### config.mk
export PLATFORM = sky130hd
export DESIGN_NAME = x86_mov_access_decoder
export DESIGN_NICKNAME = d
export VERILOG_FILES = /design/src/rtl/x86ma_pkg.sv /design/src/rtl/x86_mov_access_decoder.sv
export SDC_FILE = /design/constraint.sdc
export NUM_CORES = 1
export LEC_CHECK = 0
export BUFFER_PORTS_ARGS = -buffer_cell sky130_fd_sc_hd__buf_2
export CAP_MARGIN = 20
export CORE_MARGIN = 8
export CORE_UTILIZATION = 40
export CTS_BUF_LIST = sky130_fd_sc_hd__clkbuf_8
export CTS_CLUSTER_DIAMETER = 100
export DETAILED_ROUTE_END_ITERATION = 8
export HOLD_SLACK_MARGIN = 0.05
export PLACE_DENSITY = 0.71
export SETUP_SLACK_MARGIN = 0.15
export SLEW_MARGIN = 40
export SYNTH_ARGS = -nofsm -noshare
export SYNTH_HDL_FRONTEND = slang
export SYNTH_SLANG_ARGS = --single-unit
### constraint.sdc
create_clock -name clk_i -period 5.5 [get_ports clk_i]
set_clock_uncertainty 0.05 [all_clocks]
set_input_delay 0.55 -clock clk_i [delete_from_list [all_inputs] [get_ports clk_i]]
set_output_delay 0.55 -clock clk_i [all_outputs]
set_load 0.03 [all_outputs]
### src/rtl/x86ma_pkg.sv
package x86ma_pkg;

  localparam logic [7:0] PFX_ADDR_SIZE = 8'h67;
  localparam logic [7:0] PFX_OPND_SIZE = 8'h66;
  localparam logic [3:0] REX_HIGH_NIB  = 4'h4;
  localparam int unsigned REX_W_BIT    = 3;
  localparam int unsigned REX_R_BIT    = 2;

  localparam logic [7:0] OP_MOV_RM8_R8  = 8'h88;
  localparam logic [7:0] OP_MOV_RM_R    = 8'h89;
  localparam logic [7:0] OP_MOV_R8_RM8  = 8'h8a;
  localparam logic [7:0] OP_MOV_R_RM    = 8'h8b;

  localparam logic [1:0] MOD_NO_DISP    = 2'b00;
  localparam logic [1:0] MOD_DISP8      = 2'b01;
  localparam logic [1:0] MOD_DISP32     = 2'b10;

  // opcode + modrm + displacement
  localparam logic [3:0] LEN_NO_DISP    = 4'd2;
  localparam logic [3:0] LEN_DISP8      = 4'd3;
  localparam logic [3:0] LEN_DISP32     = 4'd6;

  localparam logic [3:0] SLOT_SP        = 4'd4;

  localparam int unsigned CFG_IDX_W     = 1;
  localparam logic [CFG_IDX_W-1:0] CFG_LONG_MODE = 1'b0;

  typedef enum logic [1:0] {
    STATUS_OK      = 2'd0,
    STATUS_UNSUPP  = 2'd1,
    STATUS_WIDE    = 2'd2,
    STATUS_NO_REG  = 2'd3
  } status_e;

  typedef struct packed {
    logic [7:0] byte0;
    logic [7:0] byte1;
    logic [7:0] byte2;
    logic [7:0] byte3;
    logic [7:0] byte4;
  } in_t;

  typedef struct packed {
    status_e    status;
    logic [3:0] reg_index;
    logic       is_write;
    logic [2:0] access_bytes;
    logic [3:0] instr_length;
    logic [3:0] reg_slot;
    logic       high_byte;
    logic       rex_seen;
  } out_t;

endpackage

### src/rtl/x86_mov_access_decoder.sv
// path: input register, then the single decode pass, then the result register
// throughput: one beat per cycle unless out_ready_i stalls; the decode pass sets it
// ready towards the input follows the result side combinationally, so no bubble under stall
// reset: rst_ni asynchronous active low, clears both stage valids and sets long_mode to 1
// payload registers are not reset
module x86_mov_access_decoder (
  input  logic              clk_i,
  input  logic              rst_ni,
  input  logic              in_valid_i,
  output logic              in_ready_o,
  input  x86ma_pkg::in_t    in_data_i,
  output logic              out_valid_o,
  input  logic              out_ready_i,
  output x86ma_pkg::out_t   out_data_o,
  input  logic              psel,
  input  logic              penable,
  input  logic              pwrite,
  input  logic [2:0]        paddr,
  input  logic [31:0]       pwdata,
  output logic [31:0]       prdata,
  output logic              pready
);
  import x86ma_pkg::*;

  logic       long_mode_q;
  logic       s1_valid_q;
  in_t        s1_data_q;
  logic       s2_valid_q;
  out_t       s2_data_q;
  logic       s2_free;
  logic       s1_move;
  logic [CFG_IDX_W-1:0] cfg_idx;

  // decode signals
  logic [7:0] b [5];
  logic [2:0] pos;
  logic [2:0] size;
  logic       have_rex;
  logic [7:0] rex;
  logic [7:0] op;
  logic [7:0] modrm;
  logic [1:0] mod_f;
  logic [3:0] extra;
  logic [3:0] reg_idx;
  status_e    status;
  out_t       res_d;

  assign cfg_idx = paddr[2];
  assign pready  = 1'b1;
  assign prdata  = (cfg_idx == CFG_LONG_MODE) ? {31'd0, long_mode_q} : 32'd0;

  assign s2_free    = !s2_valid_q || out_ready_i;
  assign s1_move    = s1_valid_q && s2_free;
  assign in_ready_o = !s1_valid_q || s2_free;

  always_comb begin
    b[0] = s1_data_q.byte0;
    b[1] = s1_data_q.byte1;
    b[2] = s1_data_q.byte2;
    b[3] = s1_data_q.byte3;
    b[4] = s1_data_q.byte4;

    pos      = 3'd0;
    size     = 3'd4;
    have_rex = 1'b0;
    rex      = 8'd0;
    extra    = 4'd0;
    status   = STATUS_UNSUPP;
    reg_idx  = 4'd0;
    res_d    = '0;

    if (long_mode_q && b[0] == PFX_ADDR_SIZE) begin
      pos = 3'd1;
    end
    if (b[pos] == PFX_OPND_SIZE) begin
      pos  = pos + 3'd1;
      size = 3'd2;
    end
    if (long_mode_q && b[pos][7:4] == REX_HIGH_NIB) begin
      rex      = b[pos];
      have_rex = 1'b1;
      pos      = pos + 3'd1;
    end

    op    = b[pos];
    modrm = b[pos + 3'd1];
    mod_f = modrm[7:6];

    if (have_rex && rex[REX_W_BIT]) begin
      status = STATUS_WIDE;
    end else if (op == OP_MOV_RM8_R8 || op == OP_MOV_R8_RM8) begin
      if (mod_f == MOD_DISP32) begin
        status = STATUS_OK;
        size   = 3'd1;
        extra  = LEN_DISP32;
      end
    end else if (op == OP_MOV_RM_R || op == OP_MOV_R_RM) begin
      case (mod_f)
        MOD_DISP32: begin
          status = STATUS_OK;
          extra  = LEN_DISP32;
        end
        MOD_DISP8: begin
          status = STATUS_OK;
          extra  = LEN_DISP8;
        end
        MOD_NO_DISP: begin
          status = STATUS_OK;
          extra  = LEN_NO_DISP;
        end
        default: begin
          status = STATUS_UNSUPP;
        end
      endcase
    end

    reg_idx = {have_rex && rex[REX_R_BIT], modrm[5:3]};

    res_d.rex_seen = have_rex;
    if (status == STATUS_OK) begin
      res_d.reg_index    = reg_idx;
      res_d.is_write     = (op == OP_MOV_RM8_R8 || op == OP_MOV_RM_R);
      res_d.access_bytes = size;
      res_d.instr_length = {1'b0, pos} + extra;
      res_d.reg_slot     = reg_idx;
      // legacy byte registers ah..bh live in bits 15:8 of slots 0..3
      if (reg_idx[3:2] == 2'b01 && size == 3'd1 && !have_rex) begin
        res_d.reg_slot  = {2'b00, reg_idx[1:0]};
        res_d.high_byte = 1'b1;
        res_d.status    = STATUS_OK;
      end else if (reg_idx == SLOT_SP) begin
        res_d.status    = STATUS_NO_REG;
      end else begin
        res_d.status    = STATUS_OK;
      end
    end else begin
      res_d.status = status;
    end
  end

  always_ff @(posedge clk_i or negedge rst_ni) begin
    if (!rst_ni) begin
      long_mode_q <= 1'b1;
      s1_valid_q  <= 1'b0;
      s2_valid_q  <= 1'b0;
    end else begin
      if (psel && penable && pwrite && cfg_idx == CFG_LONG_MODE) begin
        long_mode_q <= pwdata[0];
      end
      if (in_ready_o) begin
        s1_valid_q <= in_valid_i;
      end
      if (s2_free) begin
        s2_valid_q <= s1_valid_q;
      end
    end
  end

  always_ff @(posedge clk_i) begin
    if (in_valid_i && in_ready_o) begin
      s1_data_q <= in_data_i;
    end
    if (s1_move) begin
      s2_data_q <= res_d;
    end
  end

  assign out_valid_o = s2_valid_q;
  assign out_data_o  = s2_data_q;

  a_move_fills_result: assert property (@(posedge clk_i) disable iff (!rst_ni)
    s1_move |=> out_valid_o)
    else $error("decoded beat did not reach the result register");

  a_reject_zeroes: assert property (@(posedge clk_i) disable iff (!rst_ni)
    out_valid_o && (out_data_o.status == STATUS_UNSUPP || out_data_o.status == STATUS_WIDE)
    |-> out_data_o.instr_length == 4'd0 && out_data_o.access_bytes == 3'd0
        && out_data_o.reg_slot == 4'd0 && !out_data_o.is_write)
    else $error("rejected instruction carries decode fields");

  a_ok_width: assert property (@(posedge clk_i) disable iff (!rst_ni)
    out_valid_o && out_data_o.status == STATUS_OK
    |-> (out_data_o.access_bytes == 3'd1 || out_data_o.access_bytes == 3'd2
         || out_data_o.access_bytes == 3'd4) && out_data_o.reg_slot != SLOT_SP)
    else $error("accepted instruction with bad width or stack pointer slot");

  a_high_byte_legacy: assert property (@(posedge clk_i) disable iff (!rst_ni)
    out_valid_o && out_data_o.high_byte
    |-> out_data_o.status == STATUS_OK && out_data_o.access_bytes == 3'd1
        && !out_data_o.rex_seen)
    else $error("high byte lane outside a legacy byte access");

  a_wide_has_rex: assert property (@(posedge clk_i) disable iff (!rst_ni)
    out_valid_o && out_data_o.status == STATUS_WIDE |-> out_data_o.rex_seen)
    else $error("wide operand rejection without a rex prefix");

endmodule

# After elaboration in Yosys (flattened, before gate mapping)
# Index checks and enable logic that the tools add are counted.
# totals
latch_bits,0
in_bits,82
out_inout_bits,55
mem_bits_ro,0
elab_cells,102
mem_count,0
reg_bits,63
ram_bits,0
# classes
reduce_logical,23
bitwise_logic,6
mux,36
n_lt_le_gt_ge,4
eq_ne,12
multipliers,0
add_sub_neg,4
shift,0
div_mod_pow,0
# op_table
op,n
$bmux W8 S3,4
$mux W8,8
$eq A8 B8 Y1 const B,4
$mux W3,8
$eq A8 B7 Y1 const B,2
$ge A4 B4 Y1 const B,4
$not A3 Y4,4
$mux W4,3
$logic_and A1 B1 Y1,11
$mux W2,5
$add A3 B1 Y3 const B,3
$pmux W3 S3,1
$eq A4 B3 Y1 const B,2
$mux W1,7
$logic_or A1 B1 Y1,5
$add A3 B4 Y4,1
$eq A2 B1 Y1 const B,2
$logic_not A2 Y1,2
$eq A3 B1 Y1 const B,1
$logic_not A1 Y1,3
$reduce_or A3 Y1,1
$eq A2 B2 Y1 const B,1
$not A1 Y1,2
$reduce_or A2 Y1,1

# Logic depth before layout (Yosys ltp)
# Gate-level depths: netlist of the first run.
# logic_depth
word_depth,30
mapped_depth,26
depth_no_buf,24

# Least setup slack after synthesis of the first run
# OpenSTA, ideal clock, no wires.
# synth_path
path_type,register to register
from,reg long_mode_q
to,"reg s2_data_q, in the netlist out_data_o[9] (data pin)"
setup_time_ps,254
path_slack_ps,147
path_buffers,2
stages_incl_launch_ff,25
synth_period_minus_slack_ps,5353
required_time_ps,5196
arrival_time_ps,5049
path_cell_list,dfstp_2 nor4bb_1 nand3_1 nand2_1 nand2_1 ha_1 buf_6 nand2b_4 or4_1 a32o_2 inv_6 xnor2_4 clkinv_4 ha_1 xnor2_2 nand3b_1 o221ai_2 mux2i_2 nand3_2 buf_6 inv_2 ha_1 a21o_1 a21oi_1 nor2_2
# synth_via
elab_cells_between_ends,51
classes_between,add/sub (4); eq/ne (8); mux (27); bitwise (4); reduce/logical (8)
# synth_rtl
element,line,source
start: declaration,x86_mov_access_decoder.sv:25,logic long_mode_q;
start signal: assignment,x86_mov_access_decoder.sv:148,long_mode_q <= pwdata[0];
$logic_and A1 B1 Y1,x86_mov_access_decoder.sv:72,if (long_mode_q && b[0] == PFX_ADDR_SIZE) begin
$mux W1,x86_mov_access_decoder.sv:72,
$not A3 Y4 (not written as such),x86_mov_access_decoder.sv:75,if (b[pos] == PFX_OPND_SIZE) begin
$bmux W8 S3,x86_mov_access_decoder.sv:75,
$mux W8 (not written as such) (2 in a row),x86_mov_access_decoder.sv:75,
$eq A8 B7 Y1,x86_mov_access_decoder.sv:75,
$mux W3,x86_mov_access_decoder.sv:75,
$not A3 Y4 (not written as such),x86_mov_access_decoder.sv:79,if (long_mode_q && b[pos][7:4] == REX_HIGH_NIB) begin
$bmux W8 S3,x86_mov_access_decoder.sv:79,
$mux W8 (not written as such) (2 in a row),x86_mov_access_decoder.sv:80,rex = b[pos];
$eq A4 B3 Y1,x86_mov_access_decoder.sv:79,
$logic_and A1 B1 Y1 (*),x86_mov_access_decoder.sv:79,
$mux W1 (*),x86_mov_access_decoder.sv:79,
via have_rex,x86_mov_access_decoder.sv:38,logic have_rex;
$logic_and A1 B1 Y1 (*),x86_mov_access_decoder.sv:89,if (have_rex && rex[REX_W_BIT]) begin
$mux W4 / $mux W2 (equally long branches),x86_mov_access_decoder.sv:89,
$add A3 B4 Y4 / $logic_not A2 Y1 (equally long branches),"x86_mov_access_decoder.sv:124, x86_mov_access_decoder.sv:120",
end signal: assignment,x86_mov_access_decoder.sv:164,s2_data_q <= res_d;
end: declaration,x86_mov_access_decoder.sv:29,out_t s2_data_q;
# Mark *: on every way through the listed nets, which the timed path passes. The rest lies on a longest branch. The select of a mux whose other input is x is not followed.
# A chain may end at the register's enable or synchronous reset.

# Worst setup path after layout of the first run
# layout_path
from,"reg s1_data_q, in the netlist b[36]"
to,"reg s2_data_q, in the netlist out_data_o[7] (data pin)"
# layout_via
elab_cells_between_ends,52
classes_between,add/sub (4); eq/ne (9); mux (27); bitwise (4); reduce/logical (8)
# layout_rtl
element,line,source
start: declaration,x86_mov_access_decoder.sv:27,in_t s1_data_q;
start signal: assignment,x86_mov_access_decoder.sv:161,s1_data_q <= in_data_i;
$eq A8 B7 Y1,x86_mov_access_decoder.sv:72,
$logic_and A1 B1 Y1,x86_mov_access_decoder.sv:72,
$mux W1,x86_mov_access_decoder.sv:72,
$not A3 Y4 (not written as such),x86_mov_access_decoder.sv:75,
$bmux W8 S3,x86_mov_access_decoder.sv:75,
$mux W8 (not written as such) (2 in a row),x86_mov_access_decoder.sv:75,
$eq A8 B7 Y1,x86_mov_access_decoder.sv:75,
$mux W3,x86_mov_access_decoder.sv:75,
(+2 left out),n/a,
$mux W8 (not written as such) (*) (2 in a row),x86_mov_access_decoder.sv:80,
$eq A4 B3 Y1 (*),x86_mov_access_decoder.sv:79,
$logic_and A1 B1 Y1 (*),x86_mov_access_decoder.sv:79,
$mux W1 (*),x86_mov_access_decoder.sv:79,
via have_rex,x86_mov_access_decoder.sv:38,
$logic_and A1 B1 Y1 (*),x86_mov_access_decoder.sv:89,
$mux W4 / $mux W2 (equally long branches),x86_mov_access_decoder.sv:89,
$add A3 B4 Y4 / $logic_not A2 Y1 (equally long branches),"x86_mov_access_decoder.sv:124, x86_mov_access_decoder.sv:120",
# Marks and branches as above.

==> results_dict.tcl, run 1 <==
set metrics [dict create \
    drt_first_pass_iters 5 \
    utilization_pct 48.6 \
    max_stage_delay_ps 430 \
    finalSetupViolations 0 \
    r2r-end "out_data_o[7]$_SDFFCE_PP0P_" \
    drive_gt1_share_pct 40.5 \
    timing_worst_setup_path_type "reg -> reg" \
    min_path_cells 1 \
    viasPerCell 4.77 \
    syn_inst 248 \
    htreeDepth 3 \
    grt_max_degree 41 \
    slew-limit-headroom_pct 49.0 \
    worst_path_max_delay_cell "edfxtp_1" \
    rsz0062_at_grt "false" \
    place.port_buffers 71 \
    antenna_found_initial 0 \
    cp_num_buf_inv 3 \
    cts_sinks 61 \
    r2r_setup_slack_ps 410 \
    synthAdderAreaFrac_pct 2.90 \
    cts_tree "built" \
    hp-start "in_data_i[25]" \
    dieArea_um2 11300 \
    syn_area_um2 3280 \
    grt_pass1_wl_um 10600 \
    end_kind "flop" \
    start_util_pct 40.5 \
    yosys.area.top_type "edfxtp_1" \
    die_h_um 106 \
    period_share_pct 92.6 \
    yosysMostFrequentCell "edfxtp_1" \
    hold_violations 0 \
    n_fill_cell 754 \
    synth-simple-area-share_pct 15.1 \
    yosys_warnings 0 \
    root_buffer "clkbuf_8" \
    status "complete, no violations" \
    path_cells "nor3b_2, and4_1, nand3_1, ha_1, nand2b_4, or4_1, a32o_2, inv_6, xnor2_4, clkinv_4, ha_4, nand2b_1, mux2_2, a211oi_1, nor2_1, o311a_1, nor4_2, ha_2, fa_1, inv_1, nor2_2" \
    synth_area_leaders "edfxtp_1, buf_4, mux4_2" \
    cp_data_required_time_ps 5550 \
    p_leak_nw 1.57 \
    synth_xor_area_share_pct 1.60 \
    drt-total-wl_um 6850 \
    synth_top_family_by_area "simple AND/OR/NAND/NOR gates" \
    ios 137 \
    worst-endpoint-arrival_ps 5150 \
    nNetsFinal 422 \
    min_to "b[25]$_DFFE_PP_" \
    power_density_nw_per_um2 280 \
    diodes 0 \
    crit_start "b[36]$_DFFE_PP_" \
    worst_slew_pin_slew_ps 764 \
    ys_seq_area_share_pct 55.5 \
    wl_per_cell_um 15.5 \
    synth_compound_area_share_pct 7.60 \
    fmax_mhz 196 \
    r2r_start "b[36]$_DFFE_PP_" \
    slew_viol_final 0 \
    grt_overflow 0 \
    path_delay_family "simple AND/OR/NAND/NOR gates" \
    core-area_um2 8090 \
    synthFlopType "edfxtp_1" \
    avgSynthCellArea_um2 13.2 \
    clock_latency_ps 350 \
    ir_drop_uv 158 \
    gr-usage-all-layers_pct 12.0 \
    synthTopCellsByCount "edfxtp_1, buf_4, nand2_1" \
    num_vias 2112 \
    tns_ps 0 \
    synthMuxAreaShare_pct 7.10 \
    first_global_vias 2118 \
    rows 33 \
    clk_pin_slew_ps 70 \
    critPathLaunchType "flop" \
    r2r_cells 21 \
    drt-initial-drc-count 59 \
    clockBufferDepth 2 \
    finalCriticalPeriod_ps 5090 \
    dpl.hpwl_um 5370 \
    dieWidth_um 106 \
    worstPathMaxFanout 9 \
    min_path_type "in -> reg" \
    cap_violations 0 \
    synth.distinct_cells 62 \
    synth.top_cell.area_share_pct 53.2 \
    numCtsBuffers 9 \
    area_growth_pct 20.0 \
    synth_edf_count 58 \
    place.gp.congestion 0.857 \
    post-route-drc-count 0 \
    ys_ff_latch 61 \
    ant_nets 0 \
    synth-async-reset-ratio_pct 4.92 \
]
## cells in the final DEF (no fill, tap or decap), types with 5 or more instances in the layout
cell type | netlist | routed
nand2b_1 | 5 | 5
nand3_1 | 5 | 5
nor2_1 | 14 | 14
nor2_2 | 9 | 9
conb_1 | 2 | 32
mux2i_1 | 8 | 8
buf_4 | 34 | 10
edfxtp_1 | 58 | 58
inv_1 | 4 | 5
nand2_1 | 15 | 15
buf_2 | 0 | 71
clkbuf_8 | 0 | 9
## final cells by class
type	count	area (um2)	area share, %
clock buffer	9	124	3.15
clock inverter	7	67.6	1.72
inverter	8	40.0	1.02
multi-input combinational	171	1310	33.3
sequential	61	1820	46.3
tap	105	131	3.34
timing repair buffer	82	440	11.2
## metal layers
layer / track usage [%] / vias up / part of all wire [%]
li1: - / 1037 / -
met1: 14.3 / 967 / 42
met2: 18.6 / 95 / 46
met3: 4.60 / 13 / 9.6
met4: 5.73 / 0 / 2.0
met5: 0 / - / 0
## through the flow
| step | hold WS [ps] | power [W] | cell area [um2] | worst slack (ps) | std cells |
|---|---|---|---|---|---|
| after floorplan | 204 | 0.000693 | 3400 | 215 | 278 |
| after global routing | 306 | 0.00114 | 3930 | 93.8 | 443 |
| after CTS | 313 | 0.00110 | 3860 | 257 | 441 |
| final | 323 | 0.00110 | 3930 | 406 | 443 |
| after global placement | 298 | 0.000723 | 3660 | 292 | 424 |
| after detailed placement | 298 | 0.000725 | 3660 | 283 | 424 |
## worst max-delay path by stage
| stage | endpoint | slack [ps] | depth (start not counted) |
|---|---|---|---|
| 3_5_place_dp | out_data_o[7]$_SDFFCE_PP0P_ | 280 | 22 |
| 5_1_grt | out_data_o[7]$_SDFFCE_PP0P_ | 90 | 22 |
| 3_3_place_gp | out_data_o[7]$_SDFFCE_PP0P_ | 290 | 22 |
| 6_report | out_data_o[7]$_SDFFCE_PP0P_ | 410 | 21 |
| 4_1_cts | out_data_o[7]$_SDFFCE_PP0P_ | 260 | 22 |
| 2_1_floorplan | out_data_o[9]$_SDFFCE_PP0P_ | 210 | 25 |
## registers in the layout, indices dropped and copies added, names as in the netlist
| register | count |
|---|---|
| b | 40 |
| long_mode_q | 1 |
| out_data_o | 18 |
| out_valid_o | 1 |
| s1_valid_q | 1 |
## kinds of logic (layout without fill, tap and decap cells)
kind of cell	after synthesis	in the layout
buf+inv	46	106
flops	61	61
xor+xnor	3	3
fa+ha+maj	7	7
simple gates	84	84
other cells	2	32
mux	17	17
compound gates	28	28
## where the power goes
part / leakage [nW] / internal [W] / switching, W
combinational: 0.877 / 0.0000544 / 0.000104
sequential: 0.594 / 0.000546 / 0.0000170
clock: 0.0964 / 0.000206 / 0.000175
## worst reg2reg max path: stages, from the launching register on
cell,delay [ps]
edfxtp_1,430
nor3b_2,240
and4_1,250
nand3_1,110
ha_1,350
nand2b_4,160
or4_1,390
a32o_2,320
inv_6,120
xnor2_4,140
clkinv_4,80
ha_4,310
nand2b_1,60
mux2_2,320
a211oi_1,180
nor2_1,100
o311a_1,160
nor4_2,340
ha_2,240
fa_1,400
inv_1,80
nor2_2,40
## what timing repair did
| item | in CTS | in global routing |
|---|---|---|
| hold buffers | 1 | 0 |
| endpoints found under the setup margin | 0 | 3 |
| endpoints found under the hold margin | 2 | 0 |
| buffers inserted | 0 | 2 |
| resized for setup | 0 | 8 |
Power figures use the tool's default switching activity.
==> run 2: changes to the inputs <==
Settings changed: CTS_CLUSTER_SIZE set to 24, RECOVER_POWER set to 100, SETUP_SLACK_MARGIN 0.15 to unset.
==> run 2 against run 1 <==
The flow now finishes with violations (capacitance limit, slew limit). Routed wire length rose by 2.1%. Critical endpoint unchanged. Largest power group unchanged. Largest cell class unchanged. Sequential share of layout area rose by 0.58 points. Global-route usage rose by 0.17 points. Register-to-register slack got worse by 100 ps.
==> results_dict.tcl, run 2 (same netlist as run 1, synthesis figures left out) <==
set metrics [dict create \
    status "finished, violations left" \
    violations "capacitance limit, slew limit" \
    ios 137 \
    timing_worst_setup_path_type "reg -> reg" \
    crit_start "long_mode_q$_DFFE_PN1P_" \
    min_path_cells 1 \
    grt_max_degree 41 \
    post-route-drc-count 0 \
    slew-limit-headroom_pct -35.1 \
    worst-endpoint-arrival_ps 5250 \
    htreeDepth 3 \
    numCtsBuffers 9 \
    n_fill_cell 758 \
    die_h_um 106 \
    fmax_mhz 192 \
    worstPathMaxFanout 9 \
    mostFrequentLayoutCells "edfxtp_1, buf_2, conb_1" \
    wl_per_cell_um 15.8 \
    core-area_um2 8090 \
    first_global_vias 2259 \
    grt_pass1_wl_um 10700 \
    power_density_nw_per_um2 283 \
    grt_overflow 0 \
    cap_violations 1 \
    ant_nets 0 \
    min_path_type "in -> reg" \
    largest_reg_flops 40 \
    r2r_setup_slack_ps 300 \
    grtUsageMet1_pct 13.6 \
    num_vias 2135 \
    drt-total-wl_um 6990 \
    dpl.cell_count 426 \
    period_share_pct 94.5 \
    critPathLaunchType "flop" \
    hold_violations 0 \
    antenna_found_initial 0 \
    cts_sinks 61 \
    nNetsFinal 422 \
    tns_ps 0 \
    slew_viol_final 41 \
    use_met3_pct 3.93 \
    ir_drop_uv 160 \
    drt_first_pass_iters 4 \
    r2r_start "long_mode_q$_DFFE_PN1P_" \
    finalSetupViolations 0 \
    use_met2_pct 19.9 \
    dieWidth_um 106 \
    end_kind "flop" \
    worst_path_max_delay_cell "dfstp_2" \
    clock_latency_ps 350 \
    finalCriticalPeriod_ps 5200 \
    drt-initial-drc-count 107 \
    layout_commonest_cell "edfxtp_1" \
    dpl.hpwl_um 5500 \
    cpMostUsedCell "nand2_1" \
    diodes 0 \
    rows 33 \
    r2r-end "out_data_o[7]$_SDFFCE_PP0P_" \
    drive_gt1_share_pct 32.5 \
    r2r_cells 22 \
    clockBufferDepth 2 \
    hp-start "in_data_i[19]" \
    fin_cells 443 \
    gr-usage-all-layers_pct 12.1 \
    gr-max-usage-layer "met2" \
    worst_slew_pin_slew_ps 2030 \
    min_to "b[19]$_DFFE_PP_" \
    place.gp.congestion 0.850 \
    area_growth_pct 18.5 \
    cp_data_required_time_ps 5550 \
    dieArea_um2 11300 \
    start_util_pct 40.5 \
    place.port_buffers 71 \
    path_cells "nor4bb_2, nand3_1, nand2_1, nand2_1, ha_2, nand2_1, or4_1, a32o_2, inv_6, xnor2_4, clkinv_4, ha_1, nand2b_1, mux2_2, a211oi_1, nor2_1, o311a_1, nor4_2, ha_1, fa_1, inv_1, nor2_2" \
    max_stage_delay_ps 550 \
    viasPerCell 4.82 \
    p_leak_nw 1.49 \
    root_buffer "clkbuf_8" \
    clk_pin_slew_ps 70 \
    cts_tree "built" \
]
## run 2: repair_timing
item,in CTS,in global routing
gates resized for setup,0,7
buffers inserted,0,0
hold buffers,1,0
setup endpoints to repair,0,3
hold endpoints to repair,2,0
## run 2: worst max-delay path: cells and delay by family, from the launching register on
kind / cells / cell delay, ps
AND/OR/NAND/NOR: 10 / 1600
XOR/XNOR: 1 / 140
flip-flops: 1 / 550
adder cells (fa/ha/maj): 4 / 1370
buffers and inverters: 3 / 240
multiplexers: 1 / 330
AO/OA/AOI/OAI: 3 / 660
## run 2: worst max-delay path by stage
stage / cells after the start / end / slack, ps
2_1_floorplan: 24 / out_data_o[9]$_SDFFCE_PP0P_ / 150
3_3_place_gp: 22 / out_data_o[7]$_SDFFCE_PP0P_ / 230
4_1_cts: 21 / out_data_o[7]$_SDFFCE_PP0P_ / 160
5_1_grt: 22 / out_data_o[7]$_SDFFCE_PP0P_ / -30
6_report: 22 / out_data_o[7]$_SDFFCE_PP0P_ / 300
3_5_place_dp: 22 / out_data_o[7]$_SDFFCE_PP0P_ / 180
## run 2: area by class of cell
class,count,area [um2],share of cell area [%]
sequential,61,1820,46.8
clock inverter,7,67.6,1.74
clock buffer,9,124,3.19
inverter,8,40.0,1.03
timing repair buffer,82,407,10.5
multi-input combinational,171,1290,33.3
tap,105,131,3.38
## run 2: report_power, final
part | internal [W] | switching [W] | leakage (nW)
clock | 0.000206 | 0.000175 | 0.0964
combinational | 0.0000490 | 0.000104 | 0.799
sequential | 0.000547 | 0.0000172 | 0.594
## run 2: layer usage
metal	routed length (um)	share of wire, %
met1	2910	42
met4	179	2.6
met2	3280	47
met5	0	0
met3	617	8.8
## run 2: stage by stage
step / utilization (%) / worst slack [ps] / power (W) / area, um2 / hold slack, ps
2_1_floorplan: - / 147 / 0.000693 / 3390 / 204
3_3_place_gp: 45.3 / 230 / 0.000723 / 3660 / 298
3_5_place_dp: 45.3 / 184 / 0.000725 / 3660 / 302
4_1_cts: 47.8 / 165 / 0.00111 / 3870 / 304
5_1_grt: 48.0 / -35.0 / 0.00114 / 3880 / 308
6_report: 48.0 / 303 / 0.00110 / 3880 / 324
